==> config.mk <==
export PLATFORM = sky130hd
export DESIGN_NAME = wrs_ctrl
export DESIGN_NICKNAME = d
export VERILOG_FILES = /design/src/wrs_pkg.sv /design/src/wrs_ctrl.sv
export SDC_FILE = /design/constraint.sdc
export NUM_CORES = 1
export LEC_CHECK = 0
export BUFFER_PORTS_ARGS = -buffer_cell sky130_fd_sc_hd__buf_4
export CORE_AREA = 10 10 47 49
export DETAILED_ROUTE_END_ITERATION = 16
export DIE_AREA = 0 0 57 59
export PLACE_DENSITY = 0.58
export SYNTH_ARGS = -nofsm -noshare
export SYNTH_HDL_FRONTEND = slang
export SYNTH_SLANG_ARGS = --single-unit
==> constraint.sdc <==
create_clock -name clk -period 2.1 [get_ports clk]
set_input_delay 0.42 -clock clk [delete_from_list [all_inputs] [get_ports clk]]
set_output_delay 0.42 -clock clk [all_outputs]
set_load 0.01 [all_outputs]
==> src/wrs_pkg.sv <==
`default_nettype none

package wrs_pkg;

  // Fixed field widths
  localparam int TS_W       = 64;
  localparam int RATE_W     = 52;
  localparam int SMOOTH_W   = 32;
  localparam int BACKLOG_W  = 16;
  localparam int WLEN_W     = 40;
  localparam int SCALE_W    = 20;
  localparam int CFG_IDX_W  = 2;
  localparam int CFG_DATA_W = 40;

  // Default sizing of the stored window state
  localparam int COUNT_BITS_DEF = 32;
  localparam int TIME_BITS_DEF  = 64;

  // Register reset values
  localparam logic [WLEN_W-1:0]    WLEN_RST   = 40'd1000000000;
  localparam logic [BACKLOG_W-1:0] BLIMIT_RST = 16'd5000;
  localparam logic [SCALE_W-1:0]   SCALE_RST  = 20'd1000000;

  // (old*900 + count*100)/1000 reduces to (old*9 + count)/10
  localparam int SMOOTH_DIVISOR = 10;

  // Configuration register indexes
  localparam logic [CFG_IDX_W-1:0] REG_WINDOW_LEN    = 2'd0;
  localparam logic [CFG_IDX_W-1:0] REG_BACKLOG_LIMIT = 2'd1;
  localparam logic [CFG_IDX_W-1:0] REG_RATE_SCALE    = 2'd2;

  typedef struct packed {
    logic load;
    logic eval;
    logic mul_lo;
    logic mul_hi;
    logic div_step;
    logic commit;
  } wrs_cmd_t;

  typedef struct packed {
    logic close;
    logic elapsed_zero;
    logic div_last;
  } wrs_status_t;

endpackage

`default_nettype wire

==> src/wrs_ctrl.sv <==
`default_nettype none

module wrs_ctrl (
  input  wire                  clk,
  input  wire                  rst_n,
  input  wire                  in_valid,
  output logic                 in_stall,
  output logic                 out_valid,
  input  wire                  out_stall,
  input  wrs_pkg::wrs_status_t status,
  output wrs_pkg::wrs_cmd_t    cmd
);
  import wrs_pkg::*;

  typedef enum logic [5:0] {
    ST_IDLE   = 6'b000001,
    ST_EVAL   = 6'b000010,
    ST_MUL_LO = 6'b000100,
    ST_MUL_HI = 6'b001000,
    ST_DIV    = 6'b010000,
    ST_FINISH = 6'b100000
  } state_t;

  state_t state_r, state_nxt;
  logic   out_valid_r, out_valid_nxt;
  logic   out_free;

  assign out_free  = !out_valid_r || !out_stall;
  assign in_stall  = (state_r != ST_IDLE);
  assign out_valid = out_valid_r;

  always_comb begin
    cmd       = '0;
    state_nxt = state_r;
    unique case (state_r)
      ST_IDLE: begin
        if (in_valid) begin
          cmd.load  = 1'b1;
          state_nxt = ST_EVAL;
        end
      end
      ST_EVAL: begin
        cmd.eval = 1'b1;
        priority if (status.close) begin
          state_nxt = ST_MUL_LO;
        end else if (status.elapsed_zero) begin
          state_nxt = ST_FINISH;
        end else begin
          state_nxt = ST_MUL_LO;
        end
      end
      ST_MUL_LO: begin
        cmd.mul_lo = 1'b1;
        state_nxt  = ST_MUL_HI;
      end
      ST_MUL_HI: begin
        cmd.mul_hi = 1'b1;
        // a closing window is done once the divide by ten lands
        if (status.close) begin
          state_nxt = ST_FINISH;
        end else begin
          state_nxt = ST_DIV;
        end
      end
      ST_DIV: begin
        cmd.div_step = 1'b1;
        if (status.div_last) begin
          state_nxt = ST_FINISH;
        end
      end
      ST_FINISH: begin
        // hold the result until the output register frees up
        if (out_free) begin
          cmd.commit = 1'b1;
          state_nxt  = ST_IDLE;
        end
      end
      default: state_nxt = ST_IDLE;
    endcase
  end

  assign out_valid_nxt = cmd.commit ? 1'b1 : (out_valid_r && out_stall);

  always_ff @(posedge clk) begin
    if (!rst_n) begin
      state_r     <= ST_IDLE;
      out_valid_r <= 1'b0;
    end else begin
      state_r     <= state_nxt;
      out_valid_r <= out_valid_nxt;
    end
  end

  a_load_to_eval: assert property (@(posedge clk) disable iff (!rst_n)
    cmd.load |=> (state_r == ST_EVAL))
    else $error("accepted item did not enter evaluation");

  a_commit_shows: assert property (@(posedge clk) disable iff (!rst_n)
    cmd.commit |=> out_valid_r)
    else $error("committed result not presented");

  a_div_ends: assert property (@(posedge clk) disable iff (!rst_n)
    (state_r == ST_DIV && status.div_last) |=> (state_r == ST_FINISH))
    else $error("divider end not followed by finish");

endmodule

`default_nettype wire

* Word level (Yosys, flattened, before mapping) *
Cells that the tools add are included.

storage, ports and cells
  ROM bits = 0
  output and inout bits = 8
  latch bits = 0
  memories = 0
  input port bits = 7
  word-level logic and storage cells = 33
  bits in writable memories = 0
  register bits = 7

operators by class
  add/subtract/negate cells = 0
  shifts and indexed selects = 0
  muxes and demuxes = 16
  reductions and logical operators = 5
  multiply operators = 0
  order comparisons = 0
  equality and inequality tests = 10
  bitwise logic cells = 0
  divide/modulo/power cells = 0

operator list
  cell                count
  $mux 6              6
  $pmux 6 s6          1
  $mux 1              9
  $eq 6x1->1 const B  1
  $eq 6x2->1 const B  1
  $eq 6x3->1 const B  1
  $eq 6x4->1 const B  1
  $eq 6x5->1 const B  1
  $eq 6x6->1 const B  1
  $ne 2x2->1 const B  3
  $ne 6x1->1 const B  1
  $reduce_and 3->1    1
  $logic_not 1->1     2
  $logic_and 1x1->1   1
  $logic_or 1x1->1    1

* Logic depth before layout (Yosys ltp) *
Gate-level depths: netlist (run 1).

  depth after elaboration = 5
  mapped depth = 5
  depth with buffers taken out = 4

* Worst setup path before layout (run 1) *
Ideal clock, no wire load.

  path kind = reg-to-output
  start point = register state_r[4]
  end point = output port cmd[3] in the netlist's numbering
  arrival time = 1321 ps
  required time = 1680 ps
  buffers on the path = 1
  stages on the path, launching flop included = 4
  slack = 359 ps
  cells stage by stage = dfxtp_1 > buf_6 > or4_4 > nor3b_1

RTL lines
  item                    RTL line        text
  start, declared         wrs_ctrl.sv:24  state_t state_r, state_nxt;
  start signal, assigned  wrs_ctrl.sv:89  state_r <= state_nxt;
  end, declared           wrs_ctrl.sv:11  output wrs_pkg::wrs_cmd_t cmd

==> results.cfg, run 1 <==
[status]
status = finished clean

[synthesis]
synth.mux.area_fraction = 0
synth_compound_area_frac = 0.171
ys_warn_count = 0
syn_inst = 51
async_reset_ff_frac = 0
synth_edf_count = 0
synth_fp_nets = 58
synthAdderAreaFrac = 0
synthSimpleGateAreaFrac = 0.426
ys_ff_latch = 7
synth.largest_area_cell = dfxtp_1
ys_seq_area_frac = 0.329
syn_area_per_cell_um2 = 8.34
synth_top_family_by_area = simple AND/OR/NAND/NOR gates
synthTopCellsByArea = dfxtp_1 33%, o21ai_0 5.9%, and3_1 4.4%
syn_area_um2 = 425
synth_top_area_frac = 0.329
synth_xor_area_frac = 0.0206
ys.flop_type = dfxtp_1
synth.distinct_cells = 26

[finish]
drive_gt1_frac = 0.294
multi_input_area_um2 = 268
final_cell_mix = 14 x buf_4, 7 x dfxtp_1, 5 x nor2_1, 5 x o21ai_0
utilization = 0.407
syn2layout_area_growth_pct = 34.1
seqCellArea_um2 = 140
fill_cells = 151
layout_commonest_cell = buf_4
n_antenna_cell = 0
nets = 76

[pwr]
p_seq_frac = 0.446
vdd_drop_max_mv = 0.312
power.switching_uw = 83.2
power_frac_clock = 0.371
p_int_uw = 244
switching_share = 0.254
power.density_nw_per_um2 = 574
p_comb_frac = 0.183
power_leakage_nw = 0.254

[drt]
postRouteAntennaNets = 0
wire_per_inst_um = 12.3
vias_per_cell = 4.81
routed_wirelength_um = 1030
firstDrtPassIters = 2
vias = 404
drt-initial-drc-count = 5
remaining_drc_errors = 0

[clocking]
cts_buffers = 3
clkTransAtPathRegs_ns = 0.05
root_buffer = clkbuf_4
cts_tree = yes
post_cts_resized = 0
h-tree-depth = 1
insertion_delay_ns = 0.25
post_cts_buffers = 0
cts_hold_buf = 0
cts_buffer_depth = 2
cts.sinks = 7

[grt]
grt_use_total = 0.0613
antenna_found_initial = 0
grt_pass1_vias = 387
gr-total-overflow = 0
grt_first_pass_wirelength_um = 1610
grt_max_degree = 9

[floorplan]
initial_core_util = 0.304
die-area_um2 = 3360
ios = 15
core_area_um2 = 1400
die_h_um = 59
row_count = 14
die_w_um = 57

[timing]
tightest_slew_ns = 0.288
fin_setup_tns_ns = 0
skew_ns = 0.00428
drv_slew = 0
rsz0062_at_grt = false
hold_viol = 0
period_share = 0.960
period_needed_ns = 2.02
relSlewSlack = 0.806
max_freq_mhz = 496
setup_viol = 0

[setup_path]
cp_max_fo = 8
cp-end-kind = output pin
startpoint_type = register
cp.required_ns = 1.68
critPathSlowestCell = or4_4
path_class = register to output pin
cp_cell_sequence = or4_4 > nor3b_4 > buf_4
ff2ff_path_depth = 4
cp.arrival_ns = 1.60
cpPeakStageDelay_ns = 0.59

[placed_design]
hpwlAfterDp_um = 849
port_buffers = 14
gp_congestion = 0.744

[flow_run]
max_cap_violations = 0

[hold_path]
hold_depth = 2
min_path_type = input pin to register
-- stage by stage --
stage / std cells / setup slack, ns / hold WS [ns] / total power, mW / instance area (um^2)
2_1_floorplan: 51 / 0.359 / 0.495 / 0.181 / 425
3_3_place_gp: 80 / 0.364 / 0.473 / 0.209 / 539
3_5_place_dp: 80 / 0.321 / 0.480 / 0.209 / 539
4_1_cts: 84 / 0.0469 / 0.397 / 0.331 / 566
5_1_grt: 84 / 0.00703 / 0.421 / 0.345 / 571
6_report: 84 / 0.0831 / 0.398 / 0.327 / 571
-- synthesized netlist by cell type (2+ instances only) --
library cell  instances
inv_1                 3
nor2b_1               3
o21a_1                2
nor3_1                2
and2_1                2
dfxtp_1               7
nand3b_1              2
nor2_1                5
nand2_1               2
o21ai_0               5
and3_1                3
-- cell type report --
class	count	area share
Inverter	3	0.0197
Timing Repair Buffer	14	0.184
Tap cell	16	0.0351
Sequential cell	7	0.246
Clock buffer	4	0.0461
Multi-Input combinational cell	40	0.469
-- power by group through the flow --
stage / sequential [mW] / clock, mW / combinational [mW]
after floorplan: 0.147 / 0 / 0.0343
after global placement: 0.149 / 0 / 0.0603
after detailed placement: 0.149 / 0 / 0.0605
after CTS: 0.146 / 0.125 / 0.0607
after global routing: 0.147 / 0.131 / 0.0668
final: 0.146 / 0.121 / 0.0598
-- worst paths after layout --
path                                 start          to  slack [ns]
worst max-delay path            state_r[4]      cmd[2]        0.08
worst max register to register  state_r[4]  state_r[5]        0.57
worst min-delay path                 rst_n  state_r[0]        0.40
worst min register to register   out_valid   out_valid        0.49
-- routing by layer --
| layer | wire length [um] | up-vias | GRT usage |
|---|---|---|---|
| met4 | 8 | 0 | 0.0503 |
| met3 | 50 | 2 | 0.0258 |
| met1 | 468 | 177 | 0.0626 |
| met2 | 505 | 7 | 0.0961 |
| met5 | 0 | - | 0 |
| li1 | - | 218 | - |
-- logic make-up after synthesis --
kind of cell	Yosys count
AOI/OAI and AO/OA	11
xor gates and xnor gates	1
DFF	7
and+or+nand+nor	28
buffers and inverters	4
-- worst max-delay path: cells and delay by family (launching register included) --
| family | cells | cell delay [ns] |
|---|---|---|
| simple gates | 2 | 0.82 |
| flops | 1 | 0.37 |
| buf+inv | 1 | 0.16 |
-- sequential cells by signal, indices dropped and copies added (netlist names) --
signal / count
out_valid: 1
state_r: 6
Note: power is estimated with default switching activity, not from simulation.
==> run 2: changes to the inputs <==
--- a/config.mk
+++ b/config.mk
@@ -10,6 +10,7 @@
 export DETAILED_ROUTE_END_ITERATION = 16
 export DIE_AREA = 0 0 57 59
 export PLACE_DENSITY = 0.58
+export RECOVER_POWER = 100
 export SYNTH_ARGS = -nofsm -noshare
 export SYNTH_HDL_FRONTEND = slang
 export SYNTH_SLANG_ARGS = --single-unit
==> run 2 against run 1 <==
  * Power decreased by 0.79%
  * Largest cell class unchanged
  * Largest power group unchanged
  * Utilization decreased by 1.6 points
  * Die area unchanged
  * Critical endpoint unchanged
  * Global-route usage unchanged
  * Clock power about the same
==> results.cfg, run 2 (synthesis gave the netlist of run 1 again) <==
[timing]
fin_setup_tns_ns = 0
period_needed_ns = 2.01
relSlewSlack = 0.804
rsz0062_at_grt = false
drv_slew = 0
setup_ws_ns = 0.0868
period_share = 0.959
setup_viol = 0
skew_ns = 0.00601
max_freq_mhz = 497
hold_viol = 0
holdWs_ns = 0.399
tightest_slew_ns = 0.291

[setup_path]
startpoint_type = register
cp_cell_sequence = or4_4 > nor3b_4 > buf_4
path_class = register to output pin
cp.required_ns = 1.68
critPathSlowestCell = or4_4
cp.arrival_ns = 1.59
crit_buf_inv = 1
cp_top_family = simple AND/OR/NAND/NOR gates
reg2reg_slack_ns = 0.58
cpPeakStageDelay_ns = 0.58
cp-end-kind = output pin
cp_max_fo = 8

[placed_design]
gp_congestion = 0.744
dpl_worst_slack_ns = 0.321
port_buffers = 14
place_area_um2 = 539
hpwlAfterDp_um = 849
dp_cells = 80

[finish]
syn2layout_area_growth_pct = 28.8
final_cell_mix = 8 x buf_4, 7 x clkbuf_1, 7 x dfxtp_1, 5 x nor2_1, 5 x o21ai_0
drive_gt1_frac = 0.206
fill_cells = 158
nets = 76
fin_cells = 84
largest_register_ff_count = 6
utilization = 0.391
design_area_um2 = 548
layout_commonest_cell = buf_4
largest_register = state_r
n_antenna_cell = 0

[floorplan]
die_h_um = 59
ios = 15
core_area_um2 = 1400
die_w_um = 57
initial_core_util = 0.304
row_count = 14
die-area_um2 = 3360

[clocking]
post_cts_buffers = 0
cts_hold_buf = 0
insertion_delay_ns = 0.25
cts_buffer_depth = 2
cts.sinks = 7
cts_buffers = 3
root_buffer = clkbuf_4
h-tree-depth = 1
cts_tree = yes
clkTransAtPathRegs_ns = 0.05

[drt]
remaining_drc_errors = 0
drt-initial-drc-count = 3
vias_per_cell = 4.86
vias = 408
firstDrtPassIters = 3
postRouteAntennaNets = 0
wire_per_inst_um = 12.0
routed_wirelength_um = 1010

[grt]
grt_use_total = 0.0613
grt_first_pass_wirelength_um = 1610
grt_pass1_vias = 387
grt_max_degree = 9
antenna_found_initial = 0
gr-total-overflow = 0

[pwr]
vdd_drop_max_mv = 0.315
power.density_nw_per_um2 = 592
power_leakage_nw = 0.229
finalPower_uw = 325

[status]
status = finished clean

[hold_path]
min_path_type = input pin to register

[flow_run]
max_cap_violations = 0
run 2: cell count changes in the layout (fill, tap and decap cells not counted):
cell,before,now
clkbuf_1,1,7
buf_4,14,8
run 2: final timing paths:
check	start	endpoint	cells after the start
setup / recovery	state_r[4]	cmd[2]	3
hold / removal	rst_n	state_r[0]	2
setup reg to reg	state_r[4]	state_r[5]	4
hold reg to reg	out_valid	out_valid	2
run 2: metal layers:
layer | vias up | wire length, um | GRT usage
li1 | 220 | - | -
met1 | 179 | 470 | 0.0626
met2 | 7 | 492 | 0.0961
met3 | 2 | 37 | 0.0258
met4 | 0 | 8 | 0.0503
met5 | - | 0 | 0
run 2: worst reg2reg max path, delay by kind of cell (launching register included):
family,cells,cell delay [ns]
compound gates,1,0.19
flops,1,0.37
simple gates,3,0.89
run 2: power by group:
part | switching [mW] | leakage (nW) | internal (mW)
clock | 0.0499 | 0.0150 | 0.0725
sequential | 0.00830 | 0.0569 | 0.138
combinational | 0.0257 | 0.157 | 0.0305
total | 0.0840 | 0.229 | 0.241
run 2: layout make-up:
type	instances	area, um^2	share of cell area
inverters	3	11.3	0.0205
multi-input cells	40	268	0.489
clock buffers	4	26.3	0.0479
flip-flops and latches	7	140	0.256
well taps	16	20.0	0.0365
repair buffers	14	82.6	0.151
run 2: timing repair:
action / 4_1_cts / 5_1_grt
endpoints found under the setup margin: 0 / 2
resized for setup: 0 / 1
hold endpoints to repair: 0 / 0
